## src/hw/rtl/rpdf_pkg.sv

```systemverilog
`default_nettype none

package rpdf_pkg;

   localparam int ID_W       = 16;
   localparam int OFF_W      = 16;
   localparam int REQ_DATA_W = 32;
   localparam int CNT_OUT_W  = 5;
   localparam int RSP_DATA_W = 8;

   typedef struct packed {
      logic [OFF_W-1:0] frag_offset;
      logic [ID_W-1:0]  ident;
   } key_type;

   typedef struct packed {
      key_type key;
      logic    ident_only;
      logic    wr_en;
   } cell_ctl_type;

endpackage

`default_nettype wire

```

## src/hw/rtl/rpdf_cell.sv

```systemverilog
`default_nettype none

module rpdf_cell #(
   parameter int DEPTH = 32,
   parameter int SLOT  = 0
) (
   input  wire logic                                     clock,
   input  wire rpdf_pkg::cell_ctl_type                   ctl,
   input  wire logic [((DEPTH > 1) ? $clog2(DEPTH) : 1)-1:0] wr_slot,
   input  wire logic [((DEPTH > 1) ? $clog2(DEPTH) : 1)-1:0] newest,
   input  wire logic [((DEPTH > 1) ? $clog2(DEPTH) : 1)-1:0] held,
   input  wire logic                                     hit_in,
   output logic                                          hit_out
);

   localparam int AW = (DEPTH > 1) ? $clog2(DEPTH) : 1;
   localparam logic [AW-1:0] SLOT_IDX  = AW'(SLOT);
   localparam logic [AW:0]   WRAP_DIST = (AW+1)'(DEPTH - SLOT);

   logic [rpdf_pkg::ID_W-1:0]  ident_ff;
   logic [rpdf_pkg::OFF_W-1:0] offset_ff;
   logic                       hit_ff;
   logic [AW-1:0]              slot_age;
   logic [AW:0]                dist_wrap;
   logic                       slot_valid;
   logic                       key_match;

   // distance back from the newest slot; the slot is held if it lies within the count
   always_comb begin
      dist_wrap = {1'b0, newest} + WRAP_DIST;
      if (newest >= SLOT_IDX) begin
         slot_age = newest - SLOT_IDX;
      end else begin
         slot_age = dist_wrap[AW-1:0];
      end
      slot_valid = (slot_age < held);
      key_match  = (ident_ff == ctl.key.ident) &&
                   (ctl.ident_only || (offset_ff == ctl.key.frag_offset));
   end

   always_ff @(posedge clock) begin
      if (ctl.wr_en && (wr_slot == SLOT_IDX)) begin
         ident_ff <= ctl.key.ident;
         if (!ctl.ident_only) begin
            offset_ff <= ctl.key.frag_offset;
         end
      end
      hit_ff <= hit_in | (slot_valid & key_match);
   end

   assign hit_out = hit_ff;

endmodule

`default_nettype wire

```

## src/hw/rtl/recent_packet_duplicate_filter.sv

```systemverilog
// One item at a time: req_tready is high only in the idle state, so a new item is taken
// only after the last one's response is registered, which waits while rsp_tready is low.
// The match flag ripples one cell per cycle down the HISTORY_DEPTH cells of the history chain.
// Reset (synchronous): clears pointers, count, mode register, control and rsp_tvalid;
// key storage is not cleared and no clearing pass runs.
`default_nettype none

module recent_packet_duplicate_filter #(
   parameter int HISTORY_DEPTH = 32
) (
   input  wire logic                              clock,
   input  wire logic                              reset,
   input  wire logic                              req_tvalid,
   output logic                                   req_tready,
   input  wire logic [rpdf_pkg::REQ_DATA_W-1:0]   req_tdata,   // ident[15:0], frag_offset[31:16]
   output logic                                   rsp_tvalid,
   input  wire logic                              rsp_tready,
   output logic [rpdf_pkg::RSP_DATA_W-1:0]        rsp_tdata,   // entries_held[4:0], zero[7:5]
   output logic                                   rsp_tuser,   // is_duplicate[0]
   input  wire logic                              csr_valid,
   output logic                                   csr_ready,
   input  wire logic                              csr_data     // ident_only_mode[0]
);

   localparam int AW = (HISTORY_DEPTH > 1) ? $clog2(HISTORY_DEPTH) : 1;
   localparam int CW = (AW > rpdf_pkg::CNT_OUT_W) ? AW : rpdf_pkg::CNT_OUT_W;
   localparam logic [AW-1:0] LAST_SLOT = AW'(HISTORY_DEPTH - 1);
   localparam logic [AW:0]   DEPTH_EXT = (AW+1)'(HISTORY_DEPTH);

   typedef enum logic [1:0] {
      ST_IDLE,
      ST_SCAN,
      ST_DONE
   } state_type;

   state_type                        state_ff, state_in;
   logic [AW-1:0]                    cnt_ff, cnt_in;
   rpdf_pkg::key_type                key_ff, key_in;
   logic [AW-1:0]                    newest_ff, newest_in;
   logic [AW-1:0]                    oldest_ff, oldest_in;
   logic [AW-1:0]                    held_ff, held_in;
   logic                             mode_ff, mode_in;
   logic                             rsp_valid_ff, rsp_valid_in;
   logic                             rsp_dup_ff, rsp_dup_in;
   logic [rpdf_pkg::CNT_OUT_W-1:0]   rsp_count_ff, rsp_count_in;

   logic [AW-1:0]                    target;
   logic [AW-1:0]                    oldest_next;
   logic                             done_go;
   logic                             insert;
   logic [CW-1:0]                    held_ext;
   logic [HISTORY_DEPTH:0]           hit_chain;
   rpdf_pkg::cell_ctl_type           cell_ctl;
   logic [AW-1:0]                    ptr_gap;
   logic [AW:0]                      ptr_gap_wrap;

   assign target      = (newest_ff == LAST_SLOT) ? '0 : newest_ff + 1'b1;
   assign oldest_next = (oldest_ff == LAST_SLOT) ? '0 : oldest_ff + 1'b1;
   assign done_go     = (state_ff == ST_DONE) && (!rsp_valid_ff || rsp_tready);
   assign insert      = done_go && !hit_chain[HISTORY_DEPTH];

   always_comb begin
      state_in     = state_ff;
      cnt_in       = cnt_ff;
      key_in       = key_ff;
      newest_in    = newest_ff;
      oldest_in    = oldest_ff;
      held_in      = held_ff;
      rsp_valid_in = rsp_valid_ff;
      rsp_dup_in   = rsp_dup_ff;
      rsp_count_in = rsp_count_ff;
      mode_in      = csr_valid ? csr_data : mode_ff;
      held_ext     = '0;

      if (rsp_valid_ff && rsp_tready) begin
         rsp_valid_in = 1'b0;
      end

      unique case (state_ff)
         ST_IDLE: begin
            if (req_tvalid) begin
               key_in   = rpdf_pkg::key_type'(req_tdata);
               cnt_in   = LAST_SLOT;
               state_in = ST_SCAN;
            end
         end
         ST_SCAN: begin
            if (cnt_ff == '0) begin
               state_in = ST_DONE;
            end else begin
               cnt_in = cnt_ff - 1'b1;
            end
         end
         ST_DONE: begin
            if (done_go) begin
               // append on a miss, evicting the oldest when full
               if (insert) begin
                  newest_in = target;
                  if (target == oldest_ff) begin
                     oldest_in = oldest_next;
                  end else begin
                     held_in = held_ff + 1'b1;
                  end
               end
               held_ext     = CW'(held_in);
               rsp_valid_in = 1'b1;
               rsp_dup_in   = hit_chain[HISTORY_DEPTH];
               rsp_count_in = held_ext[rpdf_pkg::CNT_OUT_W-1:0];
               state_in     = ST_IDLE;
            end
         end
         default: begin
            state_in = ST_IDLE;
         end
      endcase
   end

   always_ff @(posedge clock) begin
      if (reset) begin
         state_ff     <= ST_IDLE;
         cnt_ff       <= '0;
         newest_ff    <= '0;
         oldest_ff    <= '0;
         held_ff      <= '0;
         mode_ff      <= 1'b0;
         rsp_valid_ff <= 1'b0;
      end else begin
         state_ff     <= state_in;
         cnt_ff       <= cnt_in;
         newest_ff    <= newest_in;
         oldest_ff    <= oldest_in;
         held_ff      <= held_in;
         mode_ff      <= mode_in;
         rsp_valid_ff <= rsp_valid_in;
      end
      key_ff       <= key_in;
      rsp_dup_ff   <= rsp_dup_in;
      rsp_count_ff <= rsp_count_in;
   end

   assign cell_ctl.key        = key_ff;
   assign cell_ctl.ident_only = mode_ff;
   assign cell_ctl.wr_en      = insert;

   assign hit_chain[0] = 1'b0;

   for (genvar i = 0; i < HISTORY_DEPTH; i++) begin : g_cell
      rpdf_cell #(
         .DEPTH (HISTORY_DEPTH),
         .SLOT  (i)
      ) u_cell (
         .clock   (clock),
         .ctl     (cell_ctl),
         .wr_slot (target),
         .newest  (newest_ff),
         .held    (held_ff),
         .hit_in  (hit_chain[i]),
         .hit_out (hit_chain[i+1])
      );
   end

   assign req_tready = (state_ff == ST_IDLE);
   assign rsp_tvalid = rsp_valid_ff;
   assign rsp_tuser  = rsp_dup_ff;
   assign rsp_tdata  = rpdf_pkg::RSP_DATA_W'(rsp_count_ff);
   assign csr_ready  = 1'b1;

   assign ptr_gap_wrap = {1'b0, newest_ff} + DEPTH_EXT - {1'b0, oldest_ff};
   assign ptr_gap      = (newest_ff >= oldest_ff) ? newest_ff - oldest_ff
                                                  : ptr_gap_wrap[AW-1:0];

   a_held_bound: assert property (@(posedge clock) disable iff (reset)
      held_ff <= LAST_SLOT)
      else $error("history count exceeds capacity");

   a_ptr_gap: assert property (@(posedge clock) disable iff (reset)
      ptr_gap == held_ff)
      else $error("ring pointers disagree with history count");

   a_accept_scan: assert property (@(posedge clock) disable iff (reset)
      (req_tvalid && req_tready) |=> (state_ff == ST_SCAN))
      else $error("accepted item did not start a scan");

   a_hold_on_dup: assert property (@(posedge clock) disable iff (reset)
      (done_go && hit_chain[HISTORY_DEPTH]) |=>
         ($stable(newest_ff) && $stable(held_ff) && $stable(oldest_ff)))
      else $error("history changed on a duplicate");

endmodule

`default_nettype wire

```

## config.mk

```make
export PLATFORM = sky130hd
export DESIGN_NAME = recent_packet_duplicate_filter
export DESIGN_NICKNAME = d
export VERILOG_FILES = /design/src/hw/rtl/rpdf_pkg.sv /design/src/hw/rtl/rpdf_cell.sv /design/src/hw/rtl/recent_packet_duplicate_filter.sv
export SDC_FILE = /design/constraint.sdc
export NUM_CORES = 1
export LEC_CHECK = 0
export BUFFER_PORTS_ARGS = -buffer_cell sky130_fd_sc_hd__buf_2
export CAP_MARGIN = 15
export CELL_PAD_IN_SITES_DETAIL_PLACEMENT = 1
export CELL_PAD_IN_SITES_GLOBAL_PLACEMENT = 1
export CORE_MARGIN = 4
export CORE_UTILIZATION = 25
export DETAILED_ROUTE_END_ITERATION = 16
export HOLD_SLACK_MARGIN = 0.03
export PLACE_DENSITY_LB_ADDON = 0.1
export SYNTH_ARGS = -nofsm -noshare
export SYNTH_HDL_FRONTEND = slang
export SYNTH_SLANG_ARGS = --single-unit
```

## constraint.sdc

```tcl
create_clock -name clock -period 5 [get_ports clock]
set_input_delay 1 -clock clock [delete_from_list [all_inputs] [get_ports clock]]
set_output_delay 1 -clock clock [all_outputs]
set_load 0.01 [all_outputs]
```

* Word-level counts from Yosys, hierarchy flattened
Cells that the tools add are included.
Storage, ports and cells: logic and storage cells 596, bits of input ports 38, output and inout bits 12, bits in registers 1118
Operators by class: equality and inequality tests 104, bitwise logic cells 64, order comparisons 64, reduce and logical (&&, ||, !) cells 144, $add $sub $neg 67, multiplexer cells 46
Operators by type and width (count):
- 16-bit == test | 64
- 5-bit two-way mux | 38
- 5-bit < comparator | 32
- 5-bit == test, second input constant | 18
- 5-bit adder, second input constant | 16
- 5-bit >= comparator, second input constant | 16
- 5-bit subtractor, second input constant | 16
- 2-bit AND reduction | 34
- 1-bit logical AND | 67
- 5-bit by 4-bit adder with 5-bit output, second input constant | 8
- 5-bit by 4-bit == test with 1-bit output, second input constant | 8
- 5-bit by 4-bit >= comparator with 1-bit output, second input constant | 8
- 5-bit by 4-bit subtractor with 5-bit output, second input constant | 8
- 1-bit logical OR | 33
- 1-bit AND | 32
- 1-bit OR | 31
- 5-bit by 1-bit adder with 5-bit output, second input constant | 5
- 5-bit by 3-bit adder with 5-bit output, second input constant | 4
- 5-bit by 3-bit == test with 1-bit output, second input constant | 4
- 5-bit by 3-bit >= comparator with 1-bit output, second input constant | 4
- 5-bit by 3-bit subtractor with 5-bit output, second input constant | 4
- 5-bit by 2-bit adder with 5-bit output, second input constant | 2
- 5-bit by 2-bit == test with 1-bit output, second input constant | 2
- 5-bit by 1-bit >= comparator with 1-bit output, second input constant | 2
- 19 further kinds | 33

* Logic depth before layout (Yosys ltp)
Gate-level depths: netlist of run 1.
depth in word-level cells 6, gate-level depth with buffers 10, gate-level depth less buffers 9

* Cells and area by module
A second synthesis of run 1 with hierarchy kept.
Second synthesis, totals: cells, all modules 3397, area total of the unflattened synthesis 50842.5 sq um
Modules (own cells, without submodules):
- rpdf_cell (g_cell[23].u_cell ...) | cells each 100, area an instance 1514.0 sq um, times used 3, sequential area each 980.9 sq um
- rpdf_cell (g_cell[5].u_cell ...) | cells each 104, area an instance 1534.0 sq um, times used 2, sequential area each 980.9 sq um
- rpdf_cell (g_cell[21].u_cell ...) | cells each 104, area an instance 1531.5 sq um, times used 2, sequential area each 980.9 sq um
- rpdf_cell (g_cell[13].u_cell ...) | cells each 103, area an instance 1530.2 sq um, times used 2, sequential area each 980.9 sq um
- rpdf_cell (g_cell[11].u_cell ...) | cells each 100, area an instance 1516.5 sq um, times used 2, sequential area each 980.9 sq um
- rpdf_cell (g_cell[26].u_cell ...) | cells each 101, area an instance 1516.5 sq um, times used 2, sequential area each 980.9 sq um
- rpdf_cell (g_cell[14].u_cell ...) | cells each 99, area an instance 1508.9 sq um, times used 2, sequential area each 980.9 sq um
- recent_packet_duplicate_filter | cells each 190, area an instance 2511.2 sq um, times used 1, sequential area each 1621.6 sq um
- rpdf_cell (g_cell[17].u_cell) | cells each 104, area an instance 1527.7 sq um, times used 1, sequential area each 980.9 sq um
- rpdf_cell (g_cell[29].u_cell) | cells each 103, area an instance 1527.7 sq um, times used 1, sequential area each 980.9 sq um
- rpdf_cell (g_cell[15].u_cell) | cells each 102, area an instance 1524.0 sq um, times used 1, sequential area each 980.9 sq um
- rpdf_cell (g_cell[31].u_cell) | cells each 102, area an instance 1521.5 sq um, times used 1, sequential area each 980.9 sq um
- rpdf_cell (g_cell[10].u_cell) | cells each 101, area an instance 1519.0 sq um, times used 1, sequential area each 980.9 sq um
- rpdf_cell (g_cell[18].u_cell) | cells each 101, area an instance 1514.0 sq um, times used 1, sequential area each 980.9 sq um
- +11 rows

* Least setup slack after synthesis of run 1
OpenSTA, ideal clock, no wires.
path type input -> register, start point in rsp_tready, end point reg g_cell[31].u_cell.offset_ff[0] (netlist name), enable pin, path buffers 2, cell stages on the path 6, required time 4591 ps, library setup time 409 ps, arrival 3321 ps, path slack 1270 ps, path through nor2b_1 > or3_1 > clkbuf_1 > or3_1 > clkbuf_1 > nor3_1
Between the ends: longest elaborated chain between the ends 5
Ends and longest elaborated chain:
- start: declaration | line recent_packet_duplicate_filter.sv:17 | input wire logic rsp_tready,
- 1-bit logical OR | line recent_packet_duplicate_filter.sv:59 | assign done_go = (state_ff == ST_DONE) && (!rsp_valid_ff || rsp_tready);
- 1-bit logical AND | line recent_packet_duplicate_filter.sv:59
- 1-bit logical AND | line recent_packet_duplicate_filter.sv:60 | assign insert = done_go && !hit_chain[HISTORY_DEPTH];
- 1-bit logical AND | line rpdf_cell.sv:42 | if (ctl.wr_en && (wr_slot == SLOT_IDX)) begin
- 2-bit AND reduction (no source line)
- end signal: assignment | line rpdf_cell.sv:45 | offset_ff <= ctl.key.frag_offset;
- end: declaration | line rpdf_cell.sv:21 | logic [rpdf_pkg::OFF_W-1:0] offset_ff;
No other way between the ends. A chain may end at the register's enable or synchronous reset.

* Worst setup path after layout of run 1
start point reg newest_ff[2], end point reg g_cell[9].u_cell.offset_ff[14] (netlist name), enable pin
Between the ends: longest elaborated chain between the ends 5, elaborated cells on any way between the ends 6, those cells by class add/sub: 1; eq/ne: 2; mux: 1; reduce/logical: 2
Ends and longest elaborated chain:
- start: declaration | line recent_packet_duplicate_filter.sv:39 | logic [AW-1:0] newest_ff, newest_in;
- start signal: assignment | line recent_packet_duplicate_filter.sv:130 | newest_ff <= newest_in;
- 5-bit by 1-bit adder with 5-bit output / 5-bit == test (equally long branches) | line recent_packet_duplicate_filter.sv:57 | assign target = (newest_ff == LAST_SLOT) ? '0 : newest_ff + 1'b1;
- 5-bit two-way mux * | line recent_packet_duplicate_filter.sv:57
- 5-bit by 4-bit == test with 1-bit output * | line rpdf_cell.sv:42
- 1-bit logical AND * | line rpdf_cell.sv:42
- 2-bit AND reduction (no source line) *
- end signal: assignment | line rpdf_cell.sv:45
- end: declaration | line rpdf_cell.sv:21
Mark *: on every way between the ends. The rest lies on a longest branch, timed or not.

==> results of run 1 <==
[logic make-up (layout without fill, tap and decap cells)]
family	after synthesis	after routing	synth area share, %
buffers and inverters	198	541	1.79
adder cells (fa/ha/maj)	84	84	2.19
other	2	7	0.0156
multiplexers	6	6	0.133
AO/OA/AOI/OAI	135	135	1.99
flip-flops	1118	1118	68.7
AND/OR/NAND/NOR	496	496	5.90
XOR/XNOR	1059	1059	19.3
[cells in the final DEF, fill, tap and decap left out, types with 4 or more instances in the layout]
master	instances
dfxtp_1	55
nor3_1	36
nand4_1	38
buf_2	45
clkinv_2	22
inv_6	4
conb_1	4
nor4_1	251
nor2_1	50
buf_12	21
clkbuf_16	143
or3_1	5
edfxtp_1	1062
o21ai_0	6
a21oi_1	33
clkbuf_1	32
ha_1	84
nor2b_1	9
nand2_1	35
clkinv_1	30
xor2_1	1020
a21o_1	50
inv_1	45
a41oi_1	31
buf_4	188
xnor2_1	37
nand2b_1	24
nor3_2	31
[final cells by class]
cell class	instances	area (um2)
clock inverter	63	385
multi-input combinational	1784	14400
sequential	1118	33000
tap	2511	3140
timing repair buffer	256	2100
fill	19900	134000
inverter	46	173
antenna	3	7.51
clock buffer	176	3710
[routing by layer]
| metal | global-route usage, % | wire length, um | vias to the layer above |
|---|---|---|---|
| met5 | 0 | 0 | - |
| met3 | 2.01 | 3500 | 131 |
| met4 | 3.49 | 2350 | 0 |
| met2 | 23.5 | 67700 | 325 |
| met1 | 19.5 | 67500 | 13500 |
| li1 | - | - | 11800 |
[worst max path at each step]
stage,from,end,cells past startpoint
2_1_floorplan,rsp_tready,g_cell[31].u_cell.offset_ff[0],6
3_3_place_gp,rsp_tready,g_cell[7].u_cell.offset_ff[11],5
3_5_place_dp,rsp_tready,g_cell[5].u_cell.offset_ff[3],5
4_1_cts,newest_ff[2],g_cell[23].u_cell.offset_ff[3],6
5_1_grt,newest_ff[2],g_cell[9].u_cell.offset_ff[4],7
6_report,newest_ff[2],g_cell[9].u_cell.offset_ff[14],7
[power by group]
group          internal (uW)  total, uW  switching [uW]
registers              10300      10400             114
logic                    424       1330             903
clock network           5320       9140            3820
[registers in the layout (all words and copies together), names as in the netlist]
name / count
rsp_count_ff: 5
held_ff: 5
newest_ff: 5
cell_ctl: 32
g_cell.u_cell.hit_out: 32
oldest_ff: 5
cnt_ff: 5
state_ff: 2
g_cell.u_cell.ident_ff: 512
mode_ff: 1
g_cell.u_cell.offset_ff: 512
rsp_tvalid: 1
rsp_tuser: 1
[stage by stage]
step | utilization [%] | setup WS (ns)
finish | 29.8 | 1.28
global placement | 27.6 | 1.06
global route | 29.8 | 1.08
detailed placement | 27.7 | 0.960
floorplan | - | 1.27
CTS | 29.8 | 1.03
==> flow_metrics.env, run 1 <==
export IMPL_grt_pass1_wl_um=204000
export IMPL_synth_edff_count=1062
export IMPL_crit_path_frequent_cell="ha_1"
export IMPL_final_hold_violation_count=0
export IMPL_layout_drive_gt1_share_pct=13.9
export IMPL_tightest_slew_ns=1.05
export IMPL_synth_seq_cells=1118
export IMPL_slowest_stage="nor3_2"
export IMPL_total_power_uw=20900
export IMPL_grt_overflow_total=0
export IMPL_netlist_top_cell_by_area="edfxtp_1"
export IMPL_post_drt_wl_per_cell_um=23.7
export IMPL_cts_sinks=1118
export IMPL_core_rowCount=160
export IMPL_h_tree_depth=4
export IMPL_routed_wl_um=141000
export IMPL_slew_limit_headroom_pct=30.3
export IMPL_yosys_top_cells_count="1062 x edfxtp_1, 1020 x xor2_1, 252 x nor4_1"
export IMPL_path_cells="ha_1 -> and2_1 -> ha_1 -> a21oi_1 -> nand2_2 -> nor3_2 -> buf_4"
export IMPL_worstReg2RegEnd="g_cell[9].u_cell.offset_ff[14]"
export IMPL_critPathArrivalTime_ns=4.18
export IMPL_finalNonFillerCells=5957
export IMPL_r2r_slack_ns=1.28
export IMPL_chipHeight_um=447
export IMPL_hp_class="reg2reg"
export IMPL_min_to="g_cell[31].u_cell.hit_out"
export IMPL_holdWs_ns=0.405
export IMPL_drc=0
export IMPL_critPathCaptureType="flip-flop"
export IMPL_grt_usage_pct=14.2
export IMPL_rsz0062_at_grt="no"
export IMPL_cts_tree="done"
export IMPL_coreArea_mm2=0.191
export IMPL_gp_congestion=0.726
export IMPL_antenna_found_initial=7
export IMPL_ys_seq_area_share_pct=68.7
export IMPL_max_stage_delay_ns=0.79
export IMPL_synth_area_leaders="edfxtp_1 66%, xor2_1 19%, nor4_1 3.3%"
export IMPL_final_area_mm2=0.0569
export IMPL_firstDrtPassIters=5
export IMPL_path_delay_family="simple AND/OR/NAND/NOR gates"
export IMPL_avgSynthCellArea_um2=15.5
export IMPL_async_flop_share_pct=0
export IMPL_path_class="reg2reg"
export IMPL_cts_hold_buf=0
export IMPL_yosys_warnings=0
export IMPL_ys_flop_type="edfxtp_1"
export IMPL_p_per_area_mw_per_mm2=367
export IMPL_crit_required_ns=5.46
export IMPL_drv_cap=0
export IMPL_area_growth_pct=18.4
export IMPL_leakage_uw=0.0195
export IMPL_start_kind="flip-flop"
export IMPL_synth_most_common_cell="edfxtp_1"
export IMPL_cts_setup_buffers=0
export IMPL_fin_crit_sh_pct=74.4
export IMPL_die_area_mm2=0.199
export IMPL_fin_nets=3463
export IMPL_die_w_um=447
export IMPL_num_vias=25700
export IMPL_place_area_mm2=0.0528
export IMPL_rr_worst_depth=7
export IMPL_final_antenna_net_count=0
export IMPL_timing_setup_tns_ns=0
export IMPL_synthDistinctLibCells=48
export IMPL_post_cts_resized=0
export IMPL_clockRootBuffer="clkbuf_16"
export IMPL_dpl_cell_count=5711
export IMPL_synthCells=3098
export IMPL_critPathBufInv=1
export IMPL_peakVddDrop_uv=248
export IMPL_skew_ns=0.0262
export IMPL_dp_hpwl_um=91900
export IMPL_dr_first_iter_drc_count=1308
export IMPL_slew_viol_final=0
export IMPL_numCtsBuffers=135
export IMPL_synth_top_area_share_pct=66.3
export IMPL_status="finished clean"
export IMPL_start_util_pct=25.2
export IMPL_vias_per_cell=4.32
export IMPL_clock_fmax_mhz=269
export IMPL_grt_max_degree=65
export IMPL_holdPathStages=1
export IMPL_clk_pin_slew_ns=0.06
export IMPL_worstHoldStart="g_cell[30].u_cell.hit_out"
export IMPL_ios=50
export IMPL_grt_pass1_vias=28300
export IMPL_portBuffers=45
export IMPL_path_max_fanout=16
export IMPL_clock_path_buffers=3
export IMPL_synth_area_mm2=0.0481
export IMPL_setup_viol=0
export IMPL_fin_crit_ns=3.72
export IMPL_rr_startpoint="newest_ff[2]"
export IMPL_clock_latency_ns=0.76
Power figures use the tool's default switching activity.
==> run 2: changes to the inputs <==
--- a/config.mk
+++ b/config.mk
@@ -5,6 +5,7 @@
 export SDC_FILE = /design/constraint.sdc
 export NUM_CORES = 1
 export LEC_CHECK = 0
+export ABC_AREA = 1
 export BUFFER_PORTS_ARGS = -buffer_cell sky130_fd_sc_hd__buf_2
 export CAP_MARGIN = 15
 export CELL_PAD_IN_SITES_DETAIL_PLACEMENT = 1
==> constraint.sdc (replaced) <==
create_clock -name clock -period 3.23 [get_ports clock]
set_input_delay 0.646 -clock clock [delete_from_list [all_inputs] [get_ports clock]]
set_output_delay 0.646 -clock clock [all_outputs]
set_load 0.01 [all_outputs]
==> run 2 against run 1 <==
Global-route usage up 0.56 points. Design area up 6.3%. Clock power up 64%. Setup slack worse by 1.0 ns. Critical path type unchanged. Combinational power rose to 2.7 times the previous value. Critical endpoint is now g_cell[7].u_cell.ident_ff[5]. Largest power group unchanged. Flip-flop and latch count unchanged. Core utilization up 0.32 points. Synthesized cell count up 31%. Clock skew down 0.0060 ns. Critical path depth up 5.
==> flow_metrics.env, run 2 <==
export IMPL_synth_most_common_cell="edfxtp_1"
export IMPL_cts_hold_buf=33
export IMPL_synth_top_area_share_pct=63.0
export IMPL_antenna_found_initial=18
export IMPL_grt_max_degree=66
export IMPL_crit_path_frequent_cell="buf_4"
export IMPL_crit_required_ns=3.69
export IMPL_multi_input_area_mm2=0.0162
export IMPL_drv_cap=0
export IMPL_synthCells=4046
export IMPL_yosys_top_cells_count="1062 x edfxtp_1, 676 x xnor2_1, 560 x nand2_1"
export IMPL_critPathArrivalTime_ns=3.42
export IMPL_portBuffers=45
export IMPL_dr_first_iter_drc_count=1589
export IMPL_ys_flop_type="edfxtp_1"
export IMPL_path_delay_family="simple AND/OR/NAND/NOR gates"
export IMPL_final_cell_mix="1062 x edfxtp_1, 676 x xnor2_1, 559 x nand2_1, 295 x nor2_1, 211 x nand3_1"
export IMPL_grt_pass1_wl_um=224000
export IMPL_clock_fmax_mhz=337
export IMPL_dpl_cell_count=6816
export IMPL_cts_tree="done"
export IMPL_cts_setup_buffers=0
export IMPL_peakVddDrop_uv=394
export IMPL_ys_seq_area_share_pct=65.2
export IMPL_max_stage_delay_ns=0.41
export IMPL_status="finished clean"
export IMPL_setup_viol=0
export IMPL_final_antenna_net_count=0
export IMPL_synth_area_leaders="edfxtp_1 63%, xnor2_1 12%, nand2_1 4.2%"
export IMPL_finalNonFillerCells=7107
export IMPL_yosys_warnings=0
export IMPL_ios=50
export IMPL_drc=0
export IMPL_netlist_top_cell_by_area="edfxtp_1"
export IMPL_p_per_area_mw_per_mm2=576
export IMPL_grt_pass1_vias=32000
export IMPL_firstDrtPassIters=7
export IMPL_grt_usage_pct=14.7
export IMPL_die_w_um=458
export IMPL_post_drt_wl_per_cell_um=21.7
export IMPL_synth_edff_count=1062
export IMPL_num_vias=30400
export IMPL_gp_congestion=0.739
export IMPL_final_common_cell="edfxtp_1"
export IMPL_clock_path_buffers=3
export IMPL_path_cells="ha_1 -> nand2_1 -> inv_1 -> ha_1 -> inv_2 -> nand3_2 -> buf_4 -> nor2_1 -> nand2_1 -> buf_4 -> nor2_1 -> buf_4"
export IMPL_skew_ns=0.0202
export IMPL_dp_hpwl_um=98000
export IMPL_numCtsBuffers=143
export IMPL_core_rowCount=164
export IMPL_synth_area_mm2=0.0506
export IMPL_seqCellArea_mm2=0.0330
export IMPL_synthDistinctLibCells=43
export IMPL_h_tree_depth=4
export IMPL_critPathBufInv=5
export IMPL_fin_nets=4460
export IMPL_area_growth_pct=19.5
export IMPL_path_class="reg2reg"
export IMPL_routed_wl_um=155000
export IMPL_fin_ws_ns=0.267
export IMPL_critPathCaptureType="flip-flop"
export IMPL_path_max_fanout=16
export IMPL_clockRootBuffer="clkbuf_16"
export IMPL_synth_seq_cells=1118
export IMPL_final_hold_violation_count=0
export IMPL_avgSynthCellArea_um2=12.5
export IMPL_layout_drive_gt1_share_pct=16.5
export IMPL_coreArea_mm2=0.201
export IMPL_fillers=21600
export IMPL_slew_viol_final=0
export IMPL_fin_crit_sh_pct=91.7
export IMPL_grt_overflow_total=0
export IMPL_tightest_slew_ns=0.936
export IMPL_async_flop_share_pct=0
export IMPL_chipHeight_um=458
export IMPL_slew_limit_headroom_pct=37.6
export IMPL_slowest_stage="nand2_1"
export IMPL_place_ws_ns=0.230
export IMPL_vias_per_cell=4.28
export IMPL_hp_class="in2reg"
export IMPL_start_kind="flip-flop"
export IMPL_top_regs="g_cell.u_cell.ident_ff x512, g_cell.u_cell.offset_ff x512"
export IMPL_die_area_mm2=0.210
export IMPL_clk_pin_slew_ns=0.06
export IMPL_clock_latency_ns=0.79
export IMPL_leakage_uw=0.0201
export IMPL_cts_sinks=1118
export IMPL_post_cts_resized=0
export IMPL_start_util_pct=25.2
export IMPL_rsz0062_at_grt="no"
export IMPL_fin_crit_ns=2.96
-- run 2: routing by layer --
metal | vias to the layer above | GRT usage (%) | routed length (um) | share of wire (%)
li1 | 14500 | - | - | -
met1 | 15300 | 20.3 | 74700 | 48
met2 | 358 | 23.9 | 71800 | 46
met3 | 174 | 2.37 | 4920 | 3.2
met4 | 2 | 4.02 | 3190 | 2.1
met5 | - | 0 | 13 | 0.0084
-- run 2: cell families (layout without fill, tap and decap cells) --
logic type | count (synthesis) | count (layout) | synth area share (%)
other | 2 | 11 | 0.0148
AO/OA/AOI/OAI | 182 | 182 | 1.97
buffers and inverters | 349 | 745 | 3.20
adder cells (fa/ha/maj) | 84 | 84 | 2.08
flip-flops | 1118 | 1118 | 65.2
XOR/XNOR | 777 | 777 | 13.4
AND/OR/NAND/NOR | 1534 | 1534 | 14.1
-- run 2: final timing paths --
check	start	endpoint	slack (ns)	cells after the start
max	newest_ff[2]	g_cell[7].u_cell.ident_ff[5]	0.27	12
min	csr_valid	mode_ff	0.15	3
max reg2reg	newest_ff[2]	g_cell[7].u_cell.ident_ff[5]	0.27	12
min reg2reg	g_cell[22].u_cell.hit_out	g_cell[23].u_cell.hit_out	0.41	2
-- run 2: cell type report --
cell class,instances,area share [%]
clock inverter,67,0.821
sequential,1118,54.6
timing repair buffer,314,4.87
antenna,7,0.0289
inverter,180,1.12
tap,2656,5.49
multi-input combinational,2581,26.7
clock buffer,184,6.37
-- run 2: per-stage QoR --
| step | total power [uW] | utilization, % | TNS (ns) | area, um2 | hold WS, ns |
|---|---|---|---|---|---|
| after global placement | 20200 | 27.8 | -0.642 | 55800 | 0.396 |
| final | 34800 | 30.2 | 0 | 60500 | 0.150 |
| after global routing | 36500 | 30.1 | 0 | 60500 | 0.103 |
| after detailed placement | 20200 | 27.8 | 0 | 55800 | 0.399 |
| after CTS | 35600 | 30.1 | 0 | 60500 | 0.0485 |
| after floorplan | 18600 | - | 0 | 50600 | 0.387 |
-- run 2: power by group --
part	switching, uW	internal [uW]	leakage (uW)	total [uW]
clock network	6280	8740	0.00214	15000
logic	2350	1280	0.00796	3630
registers	103	16100	0.0100	16200
-- run 2: worst reg2reg max path, cell delays in order, from the launching register on --
cell and delay [ns]:
dfxtp_1 0.31, ha_1 0.24, nand2_1 0.07, inv_1 0.04, ha_1 0.22, inv_2 0.14, nand3_2 0.10, buf_4 0.16
nor2_1 0.27, nand2_1 0.41, buf_4 0.31, nor2_1 0.12, buf_4 0.26
